### src/design/cpm_pkg.sv
// Shared types, constants and register codes of the three-point colormap unit.
`default_nettype none

package cpm_pkg;

    localparam int VALUE_WIDTH_DEF = 32;
    localparam int FRAC_W          = 16;
    localparam int CH_W            = 8;
    localparam int COLOR_W         = 3 * CH_W;
    localparam int PROD_W          = CH_W + FRAC_W;

    localparam logic [FRAC_W:0]   FRAC_ONE   = (FRAC_W + 1)'(1) << FRAC_W;
    localparam logic [PROD_W:0]   ROUND_HALF = (PROD_W + 1)'(1) << (FRAC_W - 1);

    localparam logic [63:0]        RST_LOW_VALUE  = 64'd0;
    localparam logic [63:0]        RST_MID_VALUE  = 64'd32768;
    localparam logic [63:0]        RST_HIGH_VALUE = 64'd65536;
    localparam logic [COLOR_W-1:0] RST_LOW_COLOR  = 24'h0000FF;
    localparam logic [COLOR_W-1:0] RST_MID_COLOR  = 24'h00FF00;
    localparam logic [COLOR_W-1:0] RST_HIGH_COLOR = 24'hFF0000;

    typedef enum logic [2:0] {
        REG_LOW_VALUE  = 3'd0,
        REG_MID_VALUE  = 3'd1,
        REG_HIGH_VALUE = 3'd2,
        REG_LOW_COLOR  = 3'd3,
        REG_MID_COLOR  = 3'd4,
        REG_HIGH_COLOR = 3'd5
    } t_reg_idx;

    typedef struct packed {
        logic [COLOR_W-1:0] low;
        logic [COLOR_W-1:0] mid;
        logic [COLOR_W-1:0] high;
    } t_colors;

    // Control that travels with one sample down the pipeline.
    typedef struct packed {
        logic valid;
        logic range_err;
        logic lower;
        logic force_zero;
        logic force_one;
    } t_seg_ctrl;

endpackage

`default_nettype wire

### src/design/cpm_front.sv
// Front stages: order keys, range check, segment choice, offset and width.
`default_nettype none

module cpm_front #(
    parameter int VALUE_WIDTH = cpm_pkg::VALUE_WIDTH_DEF
) (
    input  wire logic                   i_clk,
    input  wire logic                   i_rst_n,
    input  wire logic                   i_en,
    input  wire logic                   i_valid,
    input  wire logic [VALUE_WIDTH-1:0] i_value,
    input  wire logic [VALUE_WIDTH-1:0] i_low_value,
    input  wire logic [VALUE_WIDTH-1:0] i_mid_value,
    input  wire logic [VALUE_WIDTH-1:0] i_high_value,
    output cpm_pkg::t_seg_ctrl          o_ctrl,
    output logic      [VALUE_WIDTH-1:0] o_offset,
    output logic      [VALUE_WIDTH-1:0] o_width
);

    // Flipping the sign bit turns two's complement order into unsigned order.
    localparam logic [VALUE_WIDTH-1:0] SIGN_BIT = {1'b1, {(VALUE_WIDTH-1){1'b0}}};

    logic [VALUE_WIDTH-1:0] w_klo, w_kmid, w_khi, w_kv;
    logic [VALUE_WIDTH-1:0] w_start, w_end;
    cpm_pkg::t_seg_ctrl     w_ctrl;

    logic                   r_a_valid, r_a_lower, r_a_err;
    logic [VALUE_WIDTH-1:0] r_a_key;
    cpm_pkg::t_seg_ctrl     r_b_ctrl;
    logic [VALUE_WIDTH-1:0] r_b_offset, r_b_width;

    assign w_klo  = i_low_value ^ SIGN_BIT;
    assign w_kmid = i_mid_value ^ SIGN_BIT;
    assign w_khi  = i_high_value ^ SIGN_BIT;
    assign w_kv   = i_value ^ SIGN_BIT;

    // Stage A: segment choice and range check.
    always_ff @(posedge i_clk) begin
        if (!i_rst_n) begin
            r_a_valid <= 1'b0;
        end else if (i_en) begin
            r_a_valid <= i_valid;
        end
    end

    always_ff @(posedge i_clk) begin
        if (i_en) begin
            r_a_key   <= w_kv;
            r_a_lower <= (w_kv < w_kmid);
            r_a_err   <= (w_kmid < w_klo) || (w_khi < w_kmid);
        end
    end

    // Stage B: segment ends, clamp decisions, offset and width for the divider.
    assign w_start = r_a_lower ? w_klo : w_kmid;
    assign w_end   = r_a_lower ? w_kmid : w_khi;

    always_comb begin
        w_ctrl.valid      = r_a_valid;
        w_ctrl.range_err  = r_a_err;
        w_ctrl.lower      = r_a_lower;
        w_ctrl.force_zero = (w_end == w_start) || (r_a_key <= w_start);
        w_ctrl.force_one  = (r_a_key >= w_end);
    end

    always_ff @(posedge i_clk) begin
        if (!i_rst_n) begin
            r_b_ctrl <= '0;
        end else if (i_en) begin
            r_b_ctrl <= w_ctrl;
        end
    end

    always_ff @(posedge i_clk) begin
        if (i_en) begin
            r_b_offset <= r_a_key - w_start;
            r_b_width  <= w_end - w_start;
        end
    end

    assign o_ctrl   = r_b_ctrl;
    assign o_offset = r_b_offset;
    assign o_width  = r_b_width;

endmodule

`default_nettype wire

### config.mk
export PLATFORM = sky130hd
export DESIGN_NAME = cpm_front
export DESIGN_NICKNAME = d
export VERILOG_FILES = /design/src/design/cpm_pkg.sv /design/src/design/cpm_front.sv
export SDC_FILE = /design/constraint.sdc
export NUM_CORES = 1
export LEC_CHECK = 0
export ABC_AREA = 1
export BUFFER_PORTS_ARGS = -buffer_cell sky130_fd_sc_hd__buf_2
export CAP_MARGIN = 30
export CELL_PAD_IN_SITES_DETAIL_PLACEMENT = 2
export CELL_PAD_IN_SITES_GLOBAL_PLACEMENT = 2
export CORE_MARGIN = 8
export CORE_UTILIZATION = 34
export CTS_CLUSTER_SIZE = 10
export DETAILED_ROUTE_END_ITERATION = 16
export GPL_TIMING_DRIVEN = 1
export PLACE_DENSITY_LB_ADDON = 0.1
export SETUP_SLACK_MARGIN = 0.1
export SLEW_MARGIN = 20
export SYNTH_ARGS = -nofsm -noshare
export SYNTH_HDL_FRONTEND = slang
export SYNTH_SLANG_ARGS = --single-unit
export TNS_END_PERCENT = 20
### constraint.sdc
create_clock -name i_clk -period 7.3 [get_ports i_clk]
set_input_delay 1.46 -clock i_clk [delete_from_list [all_inputs] [get_ports i_clk]]
set_output_delay 1.46 -clock i_clk [all_outputs]
set_load 0.05 [all_outputs]
==> run_summary.xml, run 1 <==
<?xml version="1.0" encoding="UTF-8"?>
<metrics>
  <group name="final_layout">
    <metric name="nets" unit="">2160</metric>
    <metric name="final.fill_count" unit="">4105</metric>
    <metric name="layout.area.seq" unit="µm²">3060</metric>
    <metric name="n_antenna_cell" unit="">0</metric>
    <metric name="layout-drive-gt1-share" unit="%">12.9</metric>
    <metric name="footprint_of_the_multi_input_gates" unit="µm²">7100</metric>
    <metric name="areaGrowthSynthToFinish" unit="%">16.1</metric>
    <metric name="finish.cell_count_without_fillers" unit="">2285</metric>
    <metric name="finish.instance_area" unit="µm²">13100</metric>
  </group>
  <group name="clock_network">
    <metric name="holdBufCountCts" unit="">0</metric>
    <metric name="cts_inserted_buffers" unit="">9</metric>
    <metric name="clkSlewWorstSetupHoldPaths" unit="ps">80</metric>
    <metric name="insertion_delay" unit="ps">380</metric>
    <metric name="tritoncts" unit="">built</metric>
    <metric name="cts.sink_count" unit="">104</metric>
    <metric name="clock-root-buffer" unit="">sky130_fd_sc_hd__clkbuf_16</metric>
    <metric name="post_cts_resize_count" unit="">0</metric>
    <metric name="cts.path.max_buffers" unit="">2</metric>
    <metric name="htree_levels" unit="">3</metric>
    <metric name="cts_post_setup_buffers_inserted" unit="">0</metric>
  </group>
  <group name="place">
    <metric name="placedCellCount" unit="">2268</metric>
    <metric name="dp_worst_setup_slack" unit="ps">3160</metric>
    <metric name="io_buffers" unit="">200</metric>
    <metric name="detailed_place_hpwl" unit="µm">40800</metric>
    <metric name="gp_routability_congestion" unit="">0.877</metric>
    <metric name="dpl_cell_area" unit="µm²">12800</metric>
  </group>
  <group name="critical_path">
    <metric name="crit_path_start_kind" unit="">input port</metric>
    <metric name="end_kind" unit="">flop</metric>
    <metric name="timing.critical_path.mode_cell" unit="">sky130_fd_sc_hd__nand2_1</metric>
    <metric name="critical_path_class" unit="">input port to flop</metric>
    <metric name="crit-reg2reg-launch" unit="">r_a_lower$_DFFE_PP_</metric>
    <metric name="reg2reg_path_depth" unit="">14</metric>
    <metric name="arrival" unit="ps">3850</metric>
    <metric name="slowest_stage" unit="">sky130_fd_sc_hd__o21ai_0</metric>
    <metric name="worst_path_largest_cell_delay" unit="ps">490</metric>
    <metric name="r2r_end" unit="">o_offset[30]$_DFFE_PP_</metric>
    <metric name="worstPathMaxFanout" unit="">3</metric>
    <metric name="worstPathCellList" unit="">buf_2, o21ai_0, inv_1, fa_1, inv_1, nand3_1, nand2_1, nand2_1, nand2_1, nand3_1, nand2_1, nand2_1, nand3_1, nand2_1</metric>
    <metric name="timing.critical_path.required" unit="ps">7430</metric>
    <metric name="regToRegSetupSlack" unit="ps">3730</metric>
  </group>
  <group name="power">
    <metric name="clkPwrFrac" unit="%">16.2</metric>
    <metric name="p_int" unit="mW">1.52</metric>
    <metric name="ir_worst_vdd" unit="mV">0.119</metric>
    <metric name="power_leakage" unit="nW">7.01</metric>
    <metric name="pwr-share-seq" unit="%">28.3</metric>
    <metric name="power.share.switching" unit="%">50.8</metric>
    <metric name="power-per-cell-area" unit="nW/µm²">236</metric>
    <metric name="power.share.combinational" unit="%">55.5</metric>
    <metric name="power_switching" unit="mW">1.57</metric>
  </group>
  <group name="outcome">
    <metric name="run_status" unit="">completed</metric>
  </group>
  <group name="synth">
    <metric name="synth_nets" unit="">1960</metric>
    <metric name="post_synth_xor_area_fraction" unit="%">2.41</metric>
    <metric name="netlist_area_before_placement" unit="µm²">11300</metric>
    <metric name="ys.warnings.count" unit="">0</metric>
    <metric name="synth_simple_gate_area_share" unit="%">26.9</metric>
    <metric name="synthesis.instances" unit="">1638</metric>
    <metric name="post_synth_mux_area_share" unit="%">0</metric>
    <metric name="synth.distinct_cells" unit="">32</metric>
    <metric name="yosysSeqAreaShare" unit="%">27.2</metric>
    <metric name="post_synthesis_share_of_cell_area_spent_on_full_adders_half_adders_and_majority_gates" unit="%">21.2</metric>
    <metric name="synth.ff_latch_count" unit="">104</metric>
    <metric name="main_combinational_cell_family_by_area_after_synthesis" unit="">simple AND/OR/NAND/NOR gates</metric>
    <metric name="postSynthAreaPerCell" unit="µm²">6.87</metric>
    <metric name="synth-compound-area-share" unit="%">12.5</metric>
  </group>
  <group name="grt">
    <metric name="maximum_number_of_pins_on_one_net_before_global_route_repair" unit="">97</metric>
    <metric name="via_count_of_the_first_global_routing_pass" unit="">13100</metric>
    <metric name="gr-usage-all-layers" unit="%">23.5</metric>
    <metric name="grt_overflow" unit="">0</metric>
    <metric name="grt_first_pass_wirelength" unit="µm">71200</metric>
    <metric name="antenna_found_initial" unit="">0</metric>
  </group>
  <group name="hold_path">
    <metric name="holdPathStages" unit="">2</metric>
    <metric name="hp-class" unit="">flop to flop</metric>
    <metric name="hold_start" unit="">r_a_valid$_SDFFE_PN0P_</metric>
    <metric name="whs_endpoint" unit="">o_ctrl[4]$_SDFFE_PN0P_</metric>
  </group>
  <group name="sta">
    <metric name="final-setup-viol-count" unit="">0</metric>
    <metric name="relSlewSlack" unit="%">42.2</metric>
    <metric name="hold_ws" unit="ps">494</metric>
    <metric name="hold_viol" unit="">0</metric>
    <metric name="post-route-worst-setup-slack" unit="ps">3570</metric>
    <metric name="period_minus_slack" unit="ps">3730</metric>
    <metric name="drv_slew" unit="">0</metric>
    <metric name="final.period_utilization" unit="%">51.1</metric>
    <metric name="skew" unit="ps">15.5</metric>
    <metric name="setup_total_negative_slack" unit="ps">0</metric>
    <metric name="timing_worst_slew_pin_value" unit="ps">858</metric>
    <metric name="unrepaired_setup_endpoints_after_global_routing" unit="">no</metric>
    <metric name="timing.fmax" unit="GHz">0.268</metric>
  </group>
  <group name="detailed_routing">
    <metric name="avgRoutedWirePerCell" unit="µm">20.3</metric>
    <metric name="drt-initial-drc-count" unit="">419</metric>
    <metric name="routed_wl" unit="µm">46300</metric>
    <metric name="vias" unit="">11700</metric>
    <metric name="final_antenna_net_count" unit="">0</metric>
    <metric name="drc_errors_left" unit="">0</metric>
    <metric name="viasPerCell" unit="">5.10</metric>
    <metric name="drt_pass1_iterations" unit="">7</metric>
  </group>
  <group name="floorplanning">
    <metric name="io_pins" unit="">201</metric>
    <metric name="vertical_extent_of_the_die" unit="µm">198</metric>
    <metric name="chipWidth" unit="µm">198</metric>
    <metric name="core.rowCount" unit="">66</metric>
    <metric name="initial_utilization" unit="%">34.6</metric>
    <metric name="die_area" unit="µm²">39200</metric>
    <metric name="core_region_area" unit="µm²">32500</metric>
  </group>
  <group name="run">
    <metric name="cap_violations" unit="">0</metric>
  </group>
</metrics>
[flip-flops by register name, indices dropped and copies added, names as in the netlist]
name / count
o_ctrl: 5
o_offset: 32
o_width: 32
r_a_err: 1
r_a_key: 32
r_a_lower: 1
r_a_valid: 1
[cell type report]
cell class	instances	area share, %
tap	442	4.23
timing repair buffer	203	8.00
clock inverter	6	0.325
inverter	277	7.95
sequential	104	23.4
multi-input combinational	1243	54.3
clock buffer	10	1.75
[layout by cell type (no fill, tap or decap), drive strengths merged, types with 29 or more instances in the layout]
master / n
a21oi: 124
o21ai: 127
buf: 203
ha: 188
nand2: 514
nand3: 48
xor2: 29
edfxtp: 98
nor2: 142
inv: 279
[kinds of logic after synthesis]
family	Yosys count
compound gates	269
xor+xnor	31
fa+ha+maj	190
buf+inv	291
flops	104
simple gates	753
[metrics by stage]
stage | utilization [%] | power (mW)
after floorplan | - | 2.01
after global placement | 39.3 | 2.53
after detailed placement | 39.3 | 2.60
after CTS | 40.1 | 3.11
after global routing | 40.2 | 3.28
final | 40.2 | 3.08
[routing by layer]
metal	global-route usage, %	share of wire, %
met5	0	0
met4	4.67	1.4
met3	2.43	2.7
met2	41.4	49
met1	30.8	47
[synthesized netlist by cell type (all sizes together)]
library cell | number | area [µm²]
ha | 188 | 2350
buf | 2 | 12.5
fa | 2 | 40.0
nor3 | 24 | 125
a21boi | 1 | 7.51
dfxtp | 6 | 120
nand3 | 48 | 240
xnor2 | 2 | 17.5
nor2 | 142 | 533
a31oi | 2 | 12.5
inv | 277 | 1040
and3 | 1 | 6.26
a21oi | 124 | 621
o21bai | 8 | 71.3
xor2 | 29 | 254
clkbuf | 12 | 45.0
nand3b | 1 | 7.51
o21ai | 127 | 643
o211ai | 1 | 7.51
nand4 | 17 | 106
o21a | 2 | 15.0
nand2 | 514 | 1970
a21o | 3 | 22.5
a211o | 1 | 8.76
edfxtp | 98 | 2940
nor4 | 6 | 37.5
[power groups by stage]
stage	logic, mW	clock network [mW]	registers (mW)
after floorplan	0.830	0	1.18
after global placement	1.64	0	0.889
after detailed placement	1.71	0	0.891
after CTS	1.72	0.509	0.879
after global routing	1.88	0.520	0.882
final	1.71	0.500	0.871
[worst max-delay path, delay by kind of cell]
kind	cells	cell delay, ps
fa+ha+maj	1	490
compound gates	1	490
buf+inv	3	440
simple gates	9	950
[worst max-delay path by stage]
stage / start / endpoint / slack, ps / depth (start not counted)
finish: i_mid_value[1] / o_offset[30]$_DFFE_PP_ / 3570 / 14
global route: i_mid_value[1] / o_offset[30]$_DFFE_PP_ / 3370 / 14
CTS: r_a_lower$_DFFE_PP_ / o_offset[30]$_DFFE_PP_ / 3400 / 15
detailed placement: i_mid_value[1] / o_offset[30]$_DFFE_PP_ / 3160 / 14
global placement: i_mid_value[1] / o_offset[30]$_DFFE_PP_ / 3300 / 14
floorplan: i_mid_value[0] / o_offset[28]$_DFFE_PP_ / 4030 / 14
(Power assumes the default switching activity.)
==> inputs of run 2 (changes only) <==
- CORE_UTILIZATION: 34 -> 29
- clock period: 7.3 -> 3 ns (I/O delays scaled with it)
==> run_summary.xml, run 2 (synthesized netlist as in run 1, its figures left out) <==
<?xml version="1.0" encoding="UTF-8"?>
<metrics>
  <group name="power">
    <metric name="clkPwrFrac" unit="%">15.2</metric>
    <metric name="power-per-cell-area" unit="nW/µm²">563</metric>
    <metric name="pwr-share-seq" unit="%">25.7</metric>
    <metric name="power.share.switching" unit="%">49.7</metric>
    <metric name="power_leakage" unit="nW">7.56</metric>
    <metric name="p_int" unit="mW">4.13</metric>
    <metric name="fin_total_pwr" unit="mW">8.22</metric>
    <metric name="ir_worst_vdd" unit="mV">0.259</metric>
    <metric name="power.share.combinational" unit="%">59.1</metric>
    <metric name="power_switching" unit="mW">4.09</metric>
  </group>
  <group name="final_layout">
    <metric name="mostFrequentLayoutCells" unit="">478 x sky130_fd_sc_hd__nand2_1, 274 x sky130_fd_sc_hd__inv_1, 199 x sky130_fd_sc_hd__buf_2</metric>
    <metric name="areaGrowthSynthToFinish" unit="%">29.6</metric>
    <metric name="n_antenna_cell" unit="">0</metric>
    <metric name="layout-drive-gt1-share" unit="%">24.6</metric>
    <metric name="final_core_util" unit="%">37.9</metric>
    <metric name="nets" unit="">2261</metric>
    <metric name="finish.cell_count_without_fillers" unit="">2462</metric>
    <metric name="finish.instance_area" unit="µm²">14600</metric>
    <metric name="final_common_cell" unit="">sky130_fd_sc_hd__nand2_1</metric>
  </group>
  <group name="floorplanning">
    <metric name="chipWidth" unit="µm">213</metric>
    <metric name="core_region_area" unit="µm²">38500</metric>
    <metric name="core.rowCount" unit="">72</metric>
    <metric name="vertical_extent_of_the_die" unit="µm">213</metric>
    <metric name="io_pins" unit="">201</metric>
    <metric name="initial_utilization" unit="%">29.3</metric>
    <metric name="die_area" unit="µm²">45400</metric>
  </group>
  <group name="sta">
    <metric name="setup_total_negative_slack" unit="ps">0</metric>
    <metric name="final.period_utilization" unit="%">99.0</metric>
    <metric name="unrepaired_setup_endpoints_after_global_routing" unit="">yes</metric>
    <metric name="drv_slew" unit="">0</metric>
    <metric name="period_minus_slack" unit="ps">2970</metric>
    <metric name="final-setup-viol-count" unit="">0</metric>
    <metric name="timing.fmax" unit="GHz">0.337</metric>
    <metric name="relSlewSlack" unit="%">63.5</metric>
    <metric name="hold_viol" unit="">0</metric>
    <metric name="timing_worst_slew_pin_value" unit="ps">544</metric>
    <metric name="skew" unit="ps">10.1</metric>
  </group>
  <group name="clock_network">
    <metric name="clock-root-buffer" unit="">sky130_fd_sc_hd__clkbuf_16</metric>
    <metric name="cts.sink_count" unit="">104</metric>
    <metric name="cts_inserted_buffers" unit="">9</metric>
    <metric name="tritoncts" unit="">built</metric>
    <metric name="insertion_delay" unit="ps">390</metric>
    <metric name="clkSlewWorstSetupHoldPaths" unit="ps">90</metric>
    <metric name="cts.path.max_buffers" unit="">2</metric>
    <metric name="htree_levels" unit="">3</metric>
  </group>
  <group name="critical_path">
    <metric name="reg2reg_path_depth" unit="">14</metric>
    <metric name="arrival" unit="ps">3120</metric>
    <metric name="crit_path_start_kind" unit="">flop</metric>
    <metric name="end_kind" unit="">flop</metric>
    <metric name="worstPathMaxFanout" unit="">24</metric>
    <metric name="timing.critical_path.required" unit="ps">3150</metric>
    <metric name="critical_path_class" unit="">flop to flop</metric>
  </group>
  <group name="grt">
    <metric name="grt_overflow" unit="">0</metric>
    <metric name="grt_first_pass_wirelength" unit="µm">72200</metric>
    <metric name="antenna_found_initial" unit="">1</metric>
    <metric name="via_count_of_the_first_global_routing_pass" unit="">13200</metric>
    <metric name="gr-usage-all-layers" unit="%">20.9</metric>
    <metric name="maximum_number_of_pins_on_one_net_before_global_route_repair" unit="">72</metric>
  </group>
  <group name="place">
    <metric name="placedCellCount" unit="">2435</metric>
    <metric name="dpl_cell_area" unit="µm²">13600</metric>
    <metric name="detailed_place_hpwl" unit="µm">42400</metric>
    <metric name="io_buffers" unit="">200</metric>
    <metric name="gp_routability_congestion" unit="">0.878</metric>
  </group>
  <group name="detailed_routing">
    <metric name="avgRoutedWirePerCell" unit="µm">20.2</metric>
    <metric name="viasPerCell" unit="">4.90</metric>
    <metric name="drt-initial-drc-count" unit="">366</metric>
    <metric name="vias" unit="">12100</metric>
    <metric name="drt_pass1_iterations" unit="">4</metric>
    <metric name="routed_wl" unit="µm">49700</metric>
    <metric name="drc_errors_left" unit="">0</metric>
    <metric name="final_antenna_net_count" unit="">0</metric>
  </group>
  <group name="hold_path">
    <metric name="hp-class" unit="">input port to flop</metric>
    <metric name="holdPathStages" unit="">1</metric>
  </group>
  <group name="outcome">
    <metric name="run_status" unit="">completed</metric>
  </group>
  <group name="run">
    <metric name="cap_violations" unit="">0</metric>
  </group>
</metrics>
## run 2: cell type report
class                           count  area, µm²
Timing Repair Buffer              304       1850
Inverter                          277       1040
Sequential cell                   104       3060
Fill cell                        4649      23900
Multi-Input combinational cell   1243       7710
Clock inverter                      6       51.3
Clock buffer                       10        229
Tap cell                          518        648
## run 2: worst max-delay path: stages (launching register included)
cell and delay, ps:
sky130_fd_sc_hd__edfxtp_1 440, sky130_fd_sc_hd__buf_4 170, sky130_fd_sc_hd__buf_12 150, sky130_fd_sc_hd__buf_4 180, sky130_fd_sc_hd__o21ai_2 210, sky130_fd_sc_hd__inv_1 80
sky130_fd_sc_hd__ha_2 330, sky130_fd_sc_hd__a21oi_1 270, sky130_fd_sc_hd__o21ai_0 220, sky130_fd_sc_hd__a21oi_1 230, sky130_fd_sc_hd__nand2_1 140, sky130_fd_sc_hd__nand2_1 120
sky130_fd_sc_hd__nand2_1 60, sky130_fd_sc_hd__nand2_1 50, sky130_fd_sc_hd__nand2_1 40
## run 2: final timing paths
| kind | slack [ps] | end | from |
|---|---|---|---|
| setup / recovery | 30 | o_width[24]$_DFFE_PP_ | r_a_lower$_DFFE_PP_ |
| hold / removal | 400 | r_a_key[30]$_DFFE_PP_ | i_value[30] |
| setup reg to reg | 30 | o_width[24]$_DFFE_PP_ | r_a_lower$_DFFE_PP_ |
| hold reg to reg | 510 | o_ctrl[4]$_SDFFE_PN0P_ | r_a_valid$_SDFFE_PN0P_ |
## run 2: what timing repair did
| item | CTS | global route |
|---|---|---|
| resized for setup | 20 | 188 |
| setup endpoints to repair | 33 | 43 |
| setup buffers | 0 | 9 |
| gates cloned | 0 | 2 |
| hold buffers | 0 | 0 |
| pin swaps | 0 | 18 |
## run 2: power by group through the flow
stage	Combinational, mW	Clock, mW	Sequential (mW)
floorplan	2.02	0	2.88
global placement	4.33	0	2.14
detailed placement	4.47	0	2.15
CTS	4.51	1.28	2.12
global route	5.31	1.31	2.14
finish	4.86	1.25	2.12
## run 2: per-stage QoR
stage | hold WS [ps] | setup WS [ps]
after floorplan | 447 | 306
after global placement | 468 | 31.2
after detailed placement | 487 | -72.3
after CTS | 386 | 46.8
after global routing | 390 | -85.6
final | 401 | 30.9
## run 2: routing by layer
| layer | up-vias | track usage (%) | wire [µm] |
|---|---|---|---|
| met2 | 173 | 36.4 | 24500 |
| met3 | 41 | 2.28 | 1560 |
| met1 | 5912 | 27.6 | 22900 |
| met4 | 0 | 4.16 | 724 |
| li1 | 5947 | - | - |
| met5 | - | 0 | 0 |
==> inputs of run 3 (changes only) <==
- SETUP_SLACK_MARGIN: 0.1 -> default
==> run_summary.xml, run 3 (synthesized netlist as in run 1, its figures left out) <==
<?xml version="1.0" encoding="UTF-8"?>
<metrics>
  <group name="grt">
    <metric name="grt_overflow" unit="">0</metric>
    <metric name="grt_first_pass_wirelength" unit="µm">72200</metric>
    <metric name="maximum_number_of_pins_on_one_net_before_global_route_repair" unit="">72</metric>
    <metric name="antenna_found_initial" unit="">1</metric>
    <metric name="via_count_of_the_first_global_routing_pass" unit="">13200</metric>
    <metric name="gr-usage-all-layers" unit="%">20.9</metric>
  </group>
  <group name="floorplanning">
    <metric name="core_region_area" unit="µm²">38500</metric>
    <metric name="chipWidth" unit="µm">213</metric>
    <metric name="die_area" unit="µm²">45400</metric>
    <metric name="initial_utilization" unit="%">29.3</metric>
    <metric name="vertical_extent_of_the_die" unit="µm">213</metric>
    <metric name="io_pins" unit="">201</metric>
    <metric name="core.rowCount" unit="">72</metric>
  </group>
  <group name="power">
    <metric name="power_switching" unit="mW">3.95</metric>
    <metric name="power_leakage" unit="nW">7.50</metric>
    <metric name="power.share.combinational" unit="%">57.9</metric>
    <metric name="power-per-cell-area" unit="nW/µm²">562</metric>
    <metric name="power.share.switching" unit="%">49.6</metric>
    <metric name="fin_total_pwr" unit="mW">7.97</metric>
    <metric name="pwr-share-seq" unit="%">26.5</metric>
    <metric name="p_int" unit="mW">4.02</metric>
    <metric name="clkPwrFrac" unit="%">15.6</metric>
    <metric name="ir_worst_vdd" unit="mV">0.256</metric>
  </group>
  <group name="detailed_routing">
    <metric name="vias" unit="">12000</metric>
    <metric name="drt-initial-drc-count" unit="">367</metric>
    <metric name="final_antenna_net_count" unit="">0</metric>
    <metric name="drc_errors_left" unit="">0</metric>
    <metric name="drt_pass1_iterations" unit="">4</metric>
    <metric name="routed_wl" unit="µm">48600</metric>
    <metric name="viasPerCell" unit="">4.87</metric>
    <metric name="avgRoutedWirePerCell" unit="µm">19.8</metric>
  </group>
  <group name="place">
    <metric name="placedCellCount" unit="">2435</metric>
    <metric name="detailed_place_hpwl" unit="µm">42400</metric>
    <metric name="gp_routability_congestion" unit="">0.878</metric>
    <metric name="io_buffers" unit="">200</metric>
    <metric name="dpl_cell_area" unit="µm²">13600</metric>
  </group>
  <group name="critical_path">
    <metric name="cp-endpoint" unit="">o_offset[28]$_DFFE_PP_</metric>
    <metric name="timing.critical_path.mode_cell" unit="">sky130_fd_sc_hd__nand2_1</metric>
    <metric name="worst_path_largest_cell_delay" unit="ps">430</metric>
    <metric name="crit_family" unit="">simple AND/OR/NAND/NOR gates</metric>
    <metric name="crit_path_start_kind" unit="">flop</metric>
    <metric name="slowest_stage" unit="">sky130_fd_sc_hd__edfxtp_1</metric>
    <metric name="cp_num_buf_inv" unit="">5</metric>
    <metric name="end_kind" unit="">flop</metric>
    <metric name="critical_path_class" unit="">flop to flop</metric>
    <metric name="crit_path_start" unit="">r_a_lower$_DFFE_PP_</metric>
    <metric name="timing.critical_path.required" unit="ps">3140</metric>
    <metric name="reg2reg_path_depth" unit="">16</metric>
    <metric name="critical_path_cell_count" unit="">16</metric>
    <metric name="regToRegSetupSlack" unit="ps">60</metric>
    <metric name="arrival" unit="ps">3080</metric>
    <metric name="worstPathCellList" unit="">buf_4, buf_12, buf_4, nand2_1, o21ai_0, buf_4, ha_1, nand2_1, nor2_2, nand2_1, nand2_2, inv_1, o21bai_4, nand2_1, nand3_1, nand2_1</metric>
    <metric name="r2r_end" unit="">o_offset[28]$_DFFE_PP_</metric>
    <metric name="crit-reg2reg-launch" unit="">r_a_lower$_DFFE_PP_</metric>
    <metric name="worstPathMaxFanout" unit="">24</metric>
  </group>
  <group name="final_layout">
    <metric name="mostFrequentLayoutCells" unit="">492 x sky130_fd_sc_hd__nand2_1, 277 x sky130_fd_sc_hd__inv_1, 199 x sky130_fd_sc_hd__buf_2</metric>
    <metric name="footprint_of_the_multi_input_gates" unit="µm²">7360</metric>
    <metric name="final_common_cell" unit="">sky130_fd_sc_hd__nand2_1</metric>
    <metric name="n_antenna_cell" unit="">0</metric>
    <metric name="finish.instance_area" unit="µm²">14200</metric>
    <metric name="finish.cell_count_without_fillers" unit="">2457</metric>
    <metric name="layout-drive-gt1-share" unit="%">21.1</metric>
    <metric name="nets" unit="">2256</metric>
    <metric name="layout.area.seq" unit="µm²">3060</metric>
    <metric name="areaGrowthSynthToFinish" unit="%">26.0</metric>
    <metric name="final.fill_count" unit="">4696</metric>
  </group>
  <group name="clock_network">
    <metric name="cts.path.max_buffers" unit="">2</metric>
    <metric name="insertion_delay" unit="ps">390</metric>
    <metric name="cts_inserted_buffers" unit="">9</metric>
    <metric name="clock-root-buffer" unit="">sky130_fd_sc_hd__clkbuf_16</metric>
    <metric name="cts.sink_count" unit="">104</metric>
    <metric name="holdBufCountCts" unit="">0</metric>
    <metric name="clkSlewWorstSetupHoldPaths" unit="ps">80</metric>
    <metric name="tritoncts" unit="">built</metric>
    <metric name="htree_levels" unit="">3</metric>
  </group>
  <group name="sta">
    <metric name="hold_viol" unit="">0</metric>
    <metric name="timing_worst_slew_pin_value" unit="ps">570</metric>
    <metric name="unrepaired_setup_endpoints_after_global_routing" unit="">yes</metric>
    <metric name="final-setup-viol-count" unit="">0</metric>
    <metric name="timing.fmax" unit="GHz">0.341</metric>
    <metric name="skew" unit="ps">9.65</metric>
    <metric name="period_minus_slack" unit="ps">2940</metric>
    <metric name="final.period_utilization" unit="%">97.9</metric>
    <metric name="drv_slew" unit="">0</metric>
    <metric name="relSlewSlack" unit="%">61.8</metric>
  </group>
  <group name="run">
    <metric name="cap_violations" unit="">0</metric>
  </group>
  <group name="hold_path">
    <metric name="hp-class" unit="">input port to flop</metric>
    <metric name="hold_start" unit="">i_value[30]</metric>
  </group>
  <group name="outcome">
    <metric name="run_status" unit="">completed</metric>
  </group>
</metrics>
## run 3: cell types whose count changed in the layout (fill, tap and decap cells not counted), moves of 4 or more
cell	previous run	this run
sky130_fd_sc_hd__a21oi_2	24	12
sky130_fd_sc_hd__nor2_1	108	121
sky130_fd_sc_hd__a21oi_1	100	112
sky130_fd_sc_hd__nand2_2	35	22
sky130_fd_sc_hd__o21ai_0	78	89
sky130_fd_sc_hd__ha_4	15	3
sky130_fd_sc_hd__nor2_4	4	0
sky130_fd_sc_hd__o21ai_2	20	13
sky130_fd_sc_hd__nand2_1	478	492
sky130_fd_sc_hd__ha_1	159	169
sky130_fd_sc_hd__nor2_2	30	21
## run 3: area by class of cell
cell class              count  share of cell area [%]
multi-input cells        1243                    51.9
clock buffers              10                    1.61
clock inverters             6                   0.362
well taps                 518                    4.57
repair buffers            299                    12.7
inverters                 277                    7.33
flip-flops and latches    104                    21.6
## run 3: worst min-delay path by stage
stage / end / slack [ps] / cells past startpoint
final: r_a_key[30]$_DFFE_PP_ / 400 / 1
after detailed placement: o_ctrl[4]$_SDFFE_PN0P_ / 490 / 2
after floorplan: o_ctrl[3]$_SDFFE_PN0P_ / 450 / 2
after global routing: r_a_key[28]$_DFFE_PP_ / 390 / 1
after CTS: r_a_key[29]$_DFFE_PP_ / 390 / 1
after global placement: o_ctrl[4]$_SDFFE_PN0P_ / 470 / 2
## run 3: worst reg2reg max path: cells and delay by family (launching register included)
family	cells	cell delay, ps
and+or+nand+nor	8	900
adders and majority gates	1	370
DFF	1	430
buffers and inverters	5	740
AOI/OAI and AO/OA	2	240
## run 3: what timing repair did
action	4_1_cts	5_1_grt
pin swaps	0	2
endpoints found under the hold margin	0	0
setup endpoints to repair	13	39
cloned	0	2
resized for setup	8	107
setup buffers	0	4
## run 3: power groups by stage
stage	sequential [mW]	clock [mW]	combinational (mW)
final	2.11	1.24	4.62
after global routing	2.14	1.31	5.08
after CTS	2.12	1.28	4.50
after detailed placement	2.15	0	4.47
after global placement	2.14	0	4.33
after floorplan	2.88	0	2.02
## run 3: metrics by stage
step | TNS (ps) | setup WS (ps) | util (%) | hold WS, ps
2_1_floorplan | 0 | 306 | - | 447
3_3_place_gp | 0 | 31.2 | 35.3 | 468
3_5_place_dp | -202 | -72.3 | 35.3 | 487
4_1_cts | -0.977 | -0.666 | 36.0 | 386
5_1_grt | -1510 | -104 | 36.9 | 390
6_report | 0 | 63.5 | 36.9 | 404
## run 3: routing by layer
metal | track usage, % | part of all wire, % | routed length (µm)
met5 | 0 | 0 | 0
met4 | 4.16 | 1.3 | 646
met3 | 2.28 | 2.7 | 1330
met2 | 36.5 | 49 | 23600
met1 | 27.6 | 47 | 23000
